===== config.mk =====
export PLATFORM = sky130hd
export DESIGN_NAME = positional_list_engine_top
export DESIGN_NICKNAME = d
export VERILOG_FILES = /design/src/rtl/ple_pkg.sv /design/src/rtl/ple_cell.sv /design/src/rtl/ple_chain.sv /design/src/rtl/positional_list_engine_top.sv
export SDC_FILE = /design/constraint.sdc
export NUM_CORES = 1
export LEC_CHECK = 0
export BUFFER_PORTS_ARGS = -buffer_cell sky130_fd_sc_hd__buf_2
export CORE_ASPECT_RATIO = 1.1
export CORE_MARGIN = 5
export CORE_UTILIZATION = 35
export DETAILED_ROUTE_END_ITERATION = 8
export GPL_TIMING_DRIVEN = 0
export PLACE_DENSITY = 0.54
export SLEW_MARGIN = 5
export SYNTH_ARGS = -nofsm -noshare
export SYNTH_HDL_FRONTEND = slang
export SYNTH_SLANG_ARGS = --single-unit

===== constraint.sdc =====
create_clock -name clk -period 10.7 [get_ports clk]
set_clock_uncertainty 0.1 [all_clocks]
set_input_delay 1.07 -clock clk [delete_from_list [all_inputs] [get_ports clk]]
set_output_delay 1.07 -clock clk [all_outputs]
set_load 0.01 [all_outputs]

===== src/rtl/ple_pkg.sv =====
// ple_pkg: shared types, command and status codes for the positional list engine
// no dependencies; used by ple_cell, ple_chain and positional_list_engine_top
`timescale 1ns / 1ps

package ple_pkg;

	localparam int DATA_W        = 32;
	localparam int CMD_W         = 2;
	localparam int POS_W         = 5;
	localparam int STATUS_W      = 3;
	localparam int DEPTH_DEFAULT = 16;

	// command codes
	localparam logic [CMD_W-1:0] CMD_APPEND = 2'd0;
	localparam logic [CMD_W-1:0] CMD_INSERT = 2'd1;
	localparam logic [CMD_W-1:0] CMD_DELETE = 2'd2;
	localparam logic [CMD_W-1:0] CMD_SEARCH = 2'd3;

	// status codes
	localparam logic [STATUS_W-1:0] ST_OK       = 3'd0;
	localparam logic [STATUS_W-1:0] ST_FULL     = 3'd1;
	localparam logic [STATUS_W-1:0] ST_RANGE    = 3'd2;
	localparam logic [STATUS_W-1:0] ST_EMPTY    = 3'd3;
	localparam logic [STATUS_W-1:0] ST_NOTFOUND = 3'd4;

	// per-cell operation codes
	localparam logic [1:0] CELL_HOLD = 2'd0;
	localparam logic [1:0] CELL_INS  = 2'd1;
	localparam logic [1:0] CELL_DEL  = 2'd2;
	localparam logic [1:0] CELL_ROT  = 2'd3;

	typedef struct packed {
		logic [CMD_W-1:0]         cmd;
		logic [POS_W-1:0]         position;
		logic signed [DATA_W-1:0] operand_value;
	} cmd_t;

	typedef struct packed {
		logic [STATUS_W-1:0] status;
		logic [POS_W-1:0]    found_position;
		logic [POS_W-1:0]    list_length;
	} result_t;

	// broadcast to every cell of the chain
	typedef struct packed {
		logic [1:0]               op;
		logic signed [DATA_W-1:0] value;
	} cell_ctl_t;

endpackage


===== src/rtl/ple_cell.sv =====
// ple_cell: one list slot; holds, loads, shifts back, shifts forward or rotates its entry
// depends on ple_pkg
`timescale 1ns / 1ps

module ple_cell #(
	parameter int IDX = 0,
	parameter int IW  = 4
) (
	input  logic                             clk,
	input  ple_pkg::cell_ctl_t               ctl,
	input  logic [IW-1:0]                    k_idx,
	input  logic signed [ple_pkg::DATA_W-1:0] prev_val,
	input  logic signed [ple_pkg::DATA_W-1:0] next_val,
	output logic signed [ple_pkg::DATA_W-1:0] val_q
);
	import ple_pkg::*;

	localparam logic [IW-1:0] MY_IDX = IW'(IDX);

	always_ff @(posedge clk) begin
		unique case (ctl.op)
			CELL_HOLD: val_q <= val_q;
			CELL_INS: begin
				if (MY_IDX > k_idx) begin
					val_q <= prev_val;
				end else if (MY_IDX == k_idx) begin
					val_q <= ctl.value;
				end
			end
			CELL_DEL: begin
				if (MY_IDX >= k_idx) begin
					val_q <= next_val;
				end
			end
			CELL_ROT: val_q <= next_val;
			default: val_q <= val_q;
		endcase
	end

endmodule


===== src/rtl/ple_chain.sv =====
// ple_chain: ring of DEPTH list cells with the search comparator at the head
// depends on ple_pkg and ple_cell
`timescale 1ns / 1ps

module ple_chain #(
	parameter int DEPTH = ple_pkg::DEPTH_DEFAULT
) (
	input  logic                       clk,
	input  ple_pkg::cell_ctl_t         ctl,
	input  logic [$clog2(DEPTH)-1:0]   k_idx,
	output logic                       head_match
);
	import ple_pkg::*;

	localparam int IW = $clog2(DEPTH);

	logic signed [DATA_W-1:0] vals [DEPTH];

	// cells wired as a ring so a full rotation restores the list order
	for (genvar i = 0; i < DEPTH; i++) begin : g_cell
		ple_cell #(
			.IDX (i),
			.IW  (IW)
		) u_cell (
			.clk      (clk),
			.ctl      (ctl),
			.k_idx    (k_idx),
			.prev_val (vals[(i + DEPTH - 1) % DEPTH]),
			.next_val (vals[(i + 1) % DEPTH]),
			.val_q    (vals[i])
		);
	end

	assign head_match = (vals[0] == ctl.value);

endmodule


===== src/rtl/positional_list_engine_top.sv =====
// positional list engine: append, insert, delete and search on an ordered list
// append, insert, delete and every rejected command give done in the cycle after they are accepted
// search of a non-empty list gives done once one full rotation of the cell ring has carried every
// entry past the head comparator; busy is high while the ring rotates
// throughput: one transaction per cycle except while busy with a search; results cannot be stalled
// reset clears the length, scan controller and done; list entries are not reset
`timescale 1ns / 1ps

module positional_list_engine_top #(
	parameter int DEPTH = ple_pkg::DEPTH_DEFAULT
) (
	input  logic             clk,
	input  logic             arst_n,
	input  logic             start,
	output logic             busy,
	input  ple_pkg::cmd_t    command,
	output logic             done,
	output ple_pkg::result_t result
);
	import ple_pkg::*;

	// widths derived from the list depth
	localparam int IW  = $clog2(DEPTH);
	localparam int CW  = $clog2(DEPTH + 1);
	// compare width wide enough for count+1 and for the position field
	localparam int LW  = ((CW > POS_W) ? CW : POS_W) + 1;

	// controller states
	localparam logic S_IDLE = 1'b0;
	localparam logic S_SCAN = 1'b1;

	logic           state_q;
	logic [CW-1:0]  count_q;
	logic [IW-1:0]  scan_q;
	logic           found_q;
	logic           done_q;
	logic [LW-1:0]  fpos_q;
	logic signed [DATA_W-1:0] key_q;
	result_t        result_q;

	logic           accept;
	logic           head_match;
	cell_ctl_t      ctl;
	logic [IW-1:0]  k_idx;
	logic [CW-1:0]  count_d;
	logic           done_d;
	result_t        res_d;
	logic           scan_start;

	logic           list_full;
	logic [LW-1:0]  cnt_w;
	logic [LW-1:0]  pos_w;
	logic [LW-1:0]  scan_pos;
	logic [LW-1:0]  len_w;
	logic           scan_last;
	logic           hit_now;

	assign accept    = start && !busy;
	assign busy      = (state_q == S_SCAN);
	assign list_full = (count_q == CW'(DEPTH));
	assign cnt_w     = LW'(count_q);
	assign pos_w     = LW'(command.position);
	assign scan_pos  = LW'(scan_q) + LW'(1);
	assign scan_last = (scan_q == IW'(DEPTH - 1));
	// first match only, and only among live entries
	assign hit_now   = !found_q && (LW'(scan_q) < cnt_w) && head_match;

	// command decode and cell control
	always_comb begin
		ctl.op     = CELL_HOLD;
		ctl.value  = command.operand_value;
		k_idx      = '0;
		count_d    = count_q;
		done_d     = 1'b0;
		scan_start = 1'b0;
		res_d      = '0;
		res_d.status = ST_OK;

		if (state_q == S_SCAN) begin
			// rotate the ring one place; the head holds entry scan_q
			ctl.op    = CELL_ROT;
			ctl.value = key_q;
			if (scan_last) begin
				done_d = 1'b1;
				if (found_q || hit_now) begin
					res_d.status         = ST_OK;
					res_d.found_position = found_q ? fpos_q[POS_W-1:0]
						: scan_pos[POS_W-1:0];
				end else begin
					res_d.status = ST_NOTFOUND;
				end
			end
		end else if (accept) begin
			done_d = 1'b1;
			unique case (command.cmd)
				CMD_APPEND: begin
					if (list_full) begin
						res_d.status = ST_FULL;
					end else begin
						ctl.op  = CELL_INS;
						k_idx   = IW'(count_q);
						count_d = count_q + CW'(1);
					end
				end
				CMD_INSERT: begin
					priority if (list_full) begin
						res_d.status = ST_FULL;
					end else if (pos_w == '0 || pos_w > cnt_w + LW'(1)) begin
						res_d.status = ST_RANGE;
					end else begin
						ctl.op  = CELL_INS;
						k_idx   = IW'(pos_w - LW'(1));
						count_d = count_q + CW'(1);
					end
				end
				CMD_DELETE: begin
					priority if (count_q == '0) begin
						res_d.status = ST_EMPTY;
					end else if (pos_w == '0 || pos_w > cnt_w) begin
						res_d.status = ST_RANGE;
					end else begin
						ctl.op  = CELL_DEL;
						k_idx   = IW'(pos_w - LW'(1));
						count_d = count_q - CW'(1);
					end
				end
				CMD_SEARCH: begin
					if (count_q == '0) begin
						res_d.status = ST_EMPTY;
					end else begin
						// result comes after the full rotation
						done_d     = 1'b0;
						scan_start = 1'b1;
					end
				end
				default: res_d.status = ST_OK;
			endcase
		end
	end

	assign len_w             = LW'(count_d);
	// list length is reported after the command
	always_comb begin
		result            = result_q;
		result.list_length = result_q.list_length;
	end

	ple_chain #(
		.DEPTH (DEPTH)
	) u_chain (
		.clk        (clk),
		.ctl        (ctl),
		.k_idx      (k_idx),
		.head_match (head_match)
	);

	// control state
	always_ff @(posedge clk or negedge arst_n) begin
		if (!arst_n) begin
			state_q <= S_IDLE;
			count_q <= '0;
			scan_q  <= '0;
			found_q <= 1'b0;
			done_q  <= 1'b0;
		end else begin
			count_q <= count_d;
			done_q  <= done_d;
			if (scan_start) begin
				state_q <= S_SCAN;
				scan_q  <= '0;
				found_q <= 1'b0;
			end else if (state_q == S_SCAN) begin
				scan_q <= scan_q + IW'(1);
				if (hit_now) begin
					found_q <= 1'b1;
				end
				if (scan_last) begin
					state_q <= S_IDLE;
				end
			end
		end
	end

	// payload registers
	always_ff @(posedge clk) begin
		if (scan_start) begin
			key_q <= command.operand_value;
		end
		if (hit_now) begin
			fpos_q <= scan_pos;
		end
		if (done_d) begin
			result_q <= '{status:         res_d.status,
			              found_position: res_d.found_position,
			              list_length:    len_w[POS_W-1:0]};
		end
	end

	assign done = done_q;

	// result strobe never overlaps a running scan
	a_done_not_busy: assert property (@(posedge clk) disable iff (!arst_n)
		!(done && busy))
		else $error("done raised during a search scan");

	// the length never exceeds the list depth
	a_count_bound: assert property (@(posedge clk) disable iff (!arst_n)
		count_q <= CW'(DEPTH))
		else $error("list length beyond depth");

	// a search of a non-empty list starts a scan
	a_search_scans: assert property (@(posedge clk) disable iff (!arst_n)
		(accept && command.cmd == CMD_SEARCH && count_q != '0) |=> busy)
		else $error("search did not start a scan");

	// every other transaction answers in the next cycle
	a_quick_answer: assert property (@(posedge clk) disable iff (!arst_n)
		(accept && (command.cmd != CMD_SEARCH || count_q == '0)) |=> (done && !busy))
		else $error("missing one-cycle result");

	// the scan leaves the list length alone
	a_scan_keeps_len: assert property (@(posedge clk) disable iff (!arst_n)
		busy |=> $stable(count_q))
		else $error("length changed during a scan");

endmodule


==> results of run 1 <==
cell type report:
cell class	count	area, um^2
clock buffer	98	1880
fill	8991	54500
timing repair buffer	82	711
sequential	574	17200
antenna	2	5.00
buffer	327	1470
clock inverter	23	178
inverter	18	68.8
tap	1180	1480
multi-input combinational	2079	13500
layout by cell type, fill, tap and decap left out, drive strengths merged, types with 4 or more instances in the layout:
| master | instances |
|---|---|
| dfrtp | 12 |
| clkinv | 19 |
| a2bb2oi | 64 |
| nor4 | 72 |
| a211oi | 6 |
| inv | 20 |
| o211ai | 194 |
| nor2b | 4 |
| nand2 | 438 |
| clkbuf | 268 |
| a21oi | 146 |
| o41ai | 32 |
| a31oi | 99 |
| o21ai | 111 |
| o2111ai | 32 |
| a221o | 96 |
| xnor2 | 39 |
| nor3 | 15 |
| ha | 19 |
| and2 | 34 |
| edfxtp | 562 |
| buf | 239 |
| or3 | 67 |
| o31ai | 68 |
| mux2i | 102 |
| nand3 | 74 |
| mux2 | 64 |
| nor2 | 128 |
| nand4 | 98 |
| a22oi | 35 |
worst max-delay path by stage:
stage | startpoint | end | slack [ns] | depth (start not counted)
2_1_floorplan | command[36] | u_chain.g_cell[5].u_cell.val_q[0]$_DFFE_PP_ | 4.73 | 10
3_3_place_gp | command[32] | u_chain.g_cell[5].u_cell.val_q[24]$_DFFE_PP_ | 1.81 | 12
3_5_place_dp | command[32] | u_chain.g_cell[15].u_cell.val_q[1]$_DFFE_PP_ | 4.37 | 13
4_1_cts | count_q[0]$_DFF_PN0_ | u_chain.g_cell[15].u_cell.val_q[1]$_DFFE_PP_ | 4.77 | 12
5_1_grt | count_q[0]$_DFF_PN0_ | u_chain.g_cell[15].u_cell.val_q[1]$_DFFE_PP_ | 4.51 | 12
6_report | count_q[0]$_DFF_PN0_ | u_chain.g_cell[15].u_cell.val_q[1]$_DFFE_PP_ | 4.40 | 12
stage by stage:
stage / hold slack (ns) / util, %
2_1_floorplan: 0.395 / -
3_3_place_gp: 0.407 / 37.2
3_5_place_dp: 0.422 / 37.8
4_1_cts: 0.212 / 40.1
5_1_grt: 0.233 / 40.1
6_report: 0.213 / 40.1
registers in the layout, summed over array words and instances (netlist names):
register and flops:
result 13, busy 1, key_q 32, scan_q 4, u_chain.g_cell.u_cell.val_q 512, done 1, fpos_q 5, found_q 1
count_q 5
cell families (layout without fill, tap and decap cells):
kind of cell / Yosys count / count (layout) / share of synthesized area, %
AOI/OAI and AO/OA: 910 / 910 / 20.5
xor gates and xnor gates: 41 / 41 / 1.12
adders and majority gates: 19 / 19 / 0.742
buffers and inverters: 345 / 548 / 4.81
DFF: 574 / 574 / 53.6
muxes: 166 / 166 / 5.43
other: 0 / 2 / 0
and+or+nand+nor: 943 / 943 / 13.8
power by group through the flow:
| stage | clock, mW | combinational [mW] | sequential (mW) |
|---|---|---|---|
| 3_3_place_gp | 0 | 5.82 | 5.45 |
| 4_1_cts | 2.28 | 6.15 | 5.32 |
| 3_5_place_dp | 0 | 6.13 | 5.36 |
| 2_1_floorplan | 0 | 3.71 | 4.82 |
| 5_1_grt | 2.38 | 6.66 | 5.41 |
| 6_report | 2.29 | 6.34 | 5.40 |
layer usage:
layer | global-route usage, % | part of all wire [%] | up-vias
li1 | - | - | 12123
met1 | 37.5 | 36 | 14393
met2 | 47.4 | 44 | 2017
met3 | 8.23 | 11 | 540
met4 | 22.4 | 9.1 | 10
met5 | 0 | 0.041 | -
==> reports/qor.yml, run 1 <==
synth_area_leader_cell: "edfxtp_1"
post-synth-top-count-cell: "edfxtp_1"
cts_setup_buffers: 0
endpoint_kind: "flip-flop"
hold_violations: 0
grt_max_degree: 34
synthDistinctLibCells: 68
clockPowerShare_pct: 16.3
grt_pass1_wl_mm: 216
coreArea_um2: 91000
critPathTopFamily: "buffers and inverters"
power_frac_comb_pct: 45.2
yosys-top-cells-count: "edfxtp_1 (562), nand2_1 (437), o211ai_1 (194)"
cts_tree: "built"
cts_resized: 0
synth-edff-count: 562
violations: "capacitance limit, slew limit"
seq_area_frac_synth_pct: 53.6
worstPathMaxFanout: 10
ant_nets: 0
finalNonFillerCells: 4383
worstPathArrival_ns: 6.62
avgSynthCellArea_um2: 10.7
power_density_nw_per_um2: 385
antenna_found_initial: 10
netlist.area_leader.share_pct: 52.7
syn_inst: 2998
cp.required_ns: 11.02
final_nets: 3212
cp_cell_sequence: "inv_1, ha_1, nor4b_1, nor3_1, nand2_1, o21ai_1, buf_2, buf_2, clkbuf_1, clkbuf_1, nand2_1, o31ai_1"
hpwl_mm: 119
r2r_slack_ns: 4.40
routed_wl_mm: 157
top_level_ports: 57
syn_nets: 3059
cts_buffer_depth: 3
period_share_pct: 58.9
switching_share_pct: 45.4
relSlewSlack_pct: -1.76
fin_tns_setup_ns: 0
grt_pass1_vias: 27828
run_status: "complete, but fails checks"
htree_num_levels: 3
postPlaceCellArea_um2: 34400
overflow: 0
cpMaxStageDelayCell: "o21ai_1"
vias_per_cell: 6.64
start_util_pct: 35.2
area_growth_pct: 13.7
setup_viol: 0
std_cell_rows: 116
p_int_mw: 7.66
r2r_start: "count_q[0]$_DFF_PN0_"
hold_path_class: "primary input to asynchronous set/reset pin"
cpPeakStageDelay_ns: 1.16
fin_area_um2: 36500
fmax_mhz: 159
io_buffers: 56
ys_top_cells_by_area: "edfxtp_1 (53%), nand2_1 (5.1%), o211ai_1 (4.5%), mux2i_1 (3.2%), a221o_1 (3.0%)"
ys_seq_elements: 574
ir_drop_uv: 143
die-height_um: 327
root_buffer: "clkbuf_16"
yosys_warnings: 0
reg2reg_to: "u_chain.g_cell[15].u_cell.val_q[1]$_DFFE_PP_"
cts.hold.buffers_added: 0
rr_worst_depth: 12
rsz0062_at_grt: "false"
p_leak_nw: 12.7
seqPwrFrac_pct: 38.5
crit_path_start_kind: "flip-flop"
async_reset_ff_share_pct: 2.09
pre_cts_ws_ns: 4.37
yosys_most_used_dff: "edfxtp_1"
netlist_area_um2: 32100
dr_total_vias: 29083
drc: 0
worst-setup-path-type: "flip-flop to flip-flop"
worst_pin_slew_ns: 1.52
dp.cells: 4260
cts_buffers: 69
drt-initial-drc-count: 4131
cts_sinks: 574
power.switching_mw: 6.37
maxCapViolations: 2
clk_pin_slew_ns: 0.06
slew_viol_final: 8
grt.total_usage_pct: 30.9
timing.final.ws_setup_ns: 4.40
dr.pass1.iters: 6
globalplace.congestion: 1.01
insertion_delay_ns: 0.64
dieArea_um2: 97700
die_x_um: 299
period_needed_ns: 6.30
power_mw: 14.0
path_buf_inv: 5
drive_above_1_share_pct: 12.7
wl_per_cell_um: 35.8
Note: power is estimated with default switching activity, not from simulation.
==> inputs of run 2 (changes only) <==
--- a/config.mk
+++ b/config.mk
@@ -11,7 +11,7 @@
 export CORE_UTILIZATION = 35
 export DETAILED_ROUTE_END_ITERATION = 8
 export GPL_TIMING_DRIVEN = 0
-export PLACE_DENSITY = 0.54
+export PLACE_DENSITY = 0.56
 export SLEW_MARGIN = 5
 export SYNTH_ARGS = -nofsm -noshare
 export SYNTH_HDL_FRONTEND = slang
==> constraint.sdc (replaced) <==
create_clock -name clk -period 5.5 [get_ports clk]
set_clock_uncertainty 0.1 [all_clocks]
set_input_delay 0.55 -clock clk [delete_from_list [all_inputs] [get_ports clk]]
set_output_delay 0.55 -clock clk [all_outputs]
set_load 0.01 [all_outputs]
==> run 2 against run 1 <==
Effect of this change:
- the run ends with capacitance limit left
- critical path depth up 1
- total power is 97% higher
- wire length fell by 2.0%
- flip-flop and latch count did not move
- combinational power is 99% higher
- maximum frequency up 16%
- clock power increased by 100%
- die area unchanged
- register-to-register slack got worse by 4.3 ns
- global-route usage decreased by 0.60 points
- largest power group unchanged
==> reports/qor.yml, run 2 (synthesized netlist as in run 1, its figures left out) <==
worstPathMaxFanout: 10  # unchanged
drive_above_1_share_pct: 13.7  # +0.94 points
cpMaxStageDelayCell: "clkbuf_1"
slew_viol_final: 0  # -8
drc: 0  # unchanged
coreArea_um2: 91000  # unchanged
worst_pin_slew_ns: 1.44  # -0.0806 ns
cp_cell_sequence: "inv_1, ha_1, nor4b_1, nor3_1, nand2_1, o21ai_2, buf_8, buf_2, buf_2, clkbuf_1, clkbuf_1, nand2_1, o31ai_1"
hold_violations: 0  # unchanged
reg2reg_to: "u_chain.g_cell[15].u_cell.val_q[1]$_DFFE_PP_"
cp.required_ns: 5.83  # -5.19 ns
ir_drop_uv: 262  # +82%
cts_tree: "built"
timing.hold.ws_ns: 0.0119  # -0.201 ns
dr_total_vias: 28998  # -0.29%
setup_viol: 0  # unchanged
crit_path_start_kind: "flip-flop"
cts_sinks: 574  # unchanged
vias_per_cell: 6.57  # -1.1%
dr.pass1.iters: 6  # unchanged
crit_end: "u_chain.g_cell[15].u_cell.val_q[1]$_DFFE_PP_"
grt.total_usage_pct: 30.3  # -0.60 points
worstPathArrival_ns: 5.75  # -0.87 ns
cts_buffer_depth: 3  # unchanged
dieArea_um2: 97700  # unchanged
antenna_found_initial: 6  # -4
hpwl_mm: 117  # -1.4%
htree_num_levels: 3  # unchanged
post-route-util_pct: 40.7  # +0.60 points
pre_cts_ws_ns: -0.115  # -4.48 ns
area_growth_pct: 15.5
endpoint_kind: "flip-flop"
drt-initial-drc-count: 3747  # -9.3%
p_leak_nw: 12.9  # +2.0%
insertion_delay_ns: 0.65  # about the same
grt_pass1_vias: 28000  # +0.62%
maxCapViolations: 1  # -1
relSlewSlack_pct: 1.56  # +3.3 points
wl_per_cell_um: 34.8  # -2.8%
r2r_slack_ns: 0.08  # -4.32 ns
rr_worst_depth: 13  # +1
die-height_um: 327  # unchanged
power_density_nw_per_um2: 746  # +94%
hold_path_class: "primary input to flip-flop"
run_status: "complete, but fails checks"
r2r_start: "count_q[0]$_DFF_PN0_"
globalplace.congestion: 0.998  # -0.72%
final_nets: 3242  # +0.93%
period_needed_ns: 5.42  # -0.883 ns
io_buffers: 56  # unchanged
ant_nets: 0  # unchanged
final_common_cell: "edfxtp_1"
timing.final.ws_setup_ns: 0.0793  # -4.32 ns
cpPeakStageDelay_ns: 1.00  # -0.16 ns
finalNonFillerCells: 4417  # +0.78%
routed_wl_mm: 154  # -2.0%
worst-setup-path-type: "flip-flop to flip-flop"
die_x_um: 299  # unchanged
clk_pin_slew_ns: 0.06  # about the same
std_cell_rows: 116  # unchanged
power_mw: 27.6  # +97%
overflow: 0  # unchanged
max_flop_register: "u_chain.g_cell.u_cell.val_q"
largest_register_ffs: 512  # unchanged
final_cell_mix: "edfxtp_1 (562), nand2_1 (437), o211ai_1 (194)"
root_buffer: "clkbuf_16"
dp.cells: 4259  # -0.023%
start_util_pct: 35.2  # unchanged
fmax_mhz: 184  # +16%
grt_max_degree: 34  # unchanged
violations: "capacitance limit"
grt_pass1_wl_mm: 212  # -1.9%
cts_buffers: 71  # +2.9%
startpoint: "count_q[0]$_DFF_PN0_"
top_level_ports: 57  # unchanged
period_share_pct: 98.6  # +40 points
==> run 2: changes by cell type in the layout (fill, tap and decap cells not counted), moves of 3 or more <==
cell,change
clkinvlp_4,+3
clkinv_1,+6
clkinv_2,+5
clkbuf_1,-11
dlygate4sd3_1,+11
buf_4,+7
buf_12,+5
==> run 2: layer usage <==
layer	track usage [%]	wire length (um)	vias up
met5	0	33	-
met3	10.3	18800	551
li1	-	-	12194
met2	46.0	66800	1984
met1	35.6	54400	14265
met4	22.2	13900	4
==> run 2: metrics by stage <==
step	instance area (um^2)	TNS [ns]
3_3_place_gp	33800	-880.88
6_report	37000	0
3_5_place_dp	34500	-3.99
5_1_grt	37000	-0.327
2_1_floorplan	32100	-4.55
4_1_cts	36800	0
==> run 2: critical path: cells and delay by family, from the launching register on <==
kind / cells / cell delay, ns
buffers and inverters: 6 / 2.77
and+or+nand+nor: 4 / 0.92
DFF: 1 / 0.55
AOI/OAI and AO/OA: 2 / 0.51
adders and majority gates: 1 / 0.31
==> run 2: timing repair <==
| item | CTS | global route |
|---|---|---|
| hold buffers | 11 | 0 |
| buffers inserted | 2 | 17 |
| gates resized for setup | 1 | 6 |
| pin swaps | 2 | 7 |
| endpoints found under the setup margin | 78 | 370 |
| cloned | 0 | 0 |
| endpoints found under the hold margin | 22 | 0 |
==> run 2: layout make-up <==
| type | count | area (um^2) |
|---|---|---|
| Fill cell | 8859 | 54000 |
| Clock inverter | 41 | 327 |
| Inverter | 18 | 71.3 |
| Sequential cell | 574 | 17200 |
| Buffer | 326 | 1470 |
| Timing Repair Buffer | 111 | 1080 |
| Tap cell | 1180 | 1480 |
| Clock buffer | 87 | 1860 |
| Multi-Input combinational cell | 2079 | 13500 |
| Antenna cell | 1 | 2.50 |
==> run 2: how the worst min path moves through the flow <==
stage	slack (ns)	depth (start not counted)	endpoint	start
after floorplan	0.15	0	busy$_DFF_PN0_	arst_n
after global placement	0.35	1	count_q[1]$_DFF_PN0_	arst_n
after detailed placement	0.35	1	count_q[1]$_DFF_PN0_	arst_n
after CTS	0.002	1	key_q[22]$_DFFE_PP_	command[22]
after global routing	0.01	1	key_q[5]$_DFFE_PP_	command[5]
final	0.01	1	key_q[5]$_DFFE_PP_	command[5]
==> run 2: where the power goes <==
part           switching, mW  leakage [nW]  internal [mW]
Combinational           8.45          5.99           4.13
Sequential              1.93          5.86           8.50
Clock                   2.05          1.06           2.56
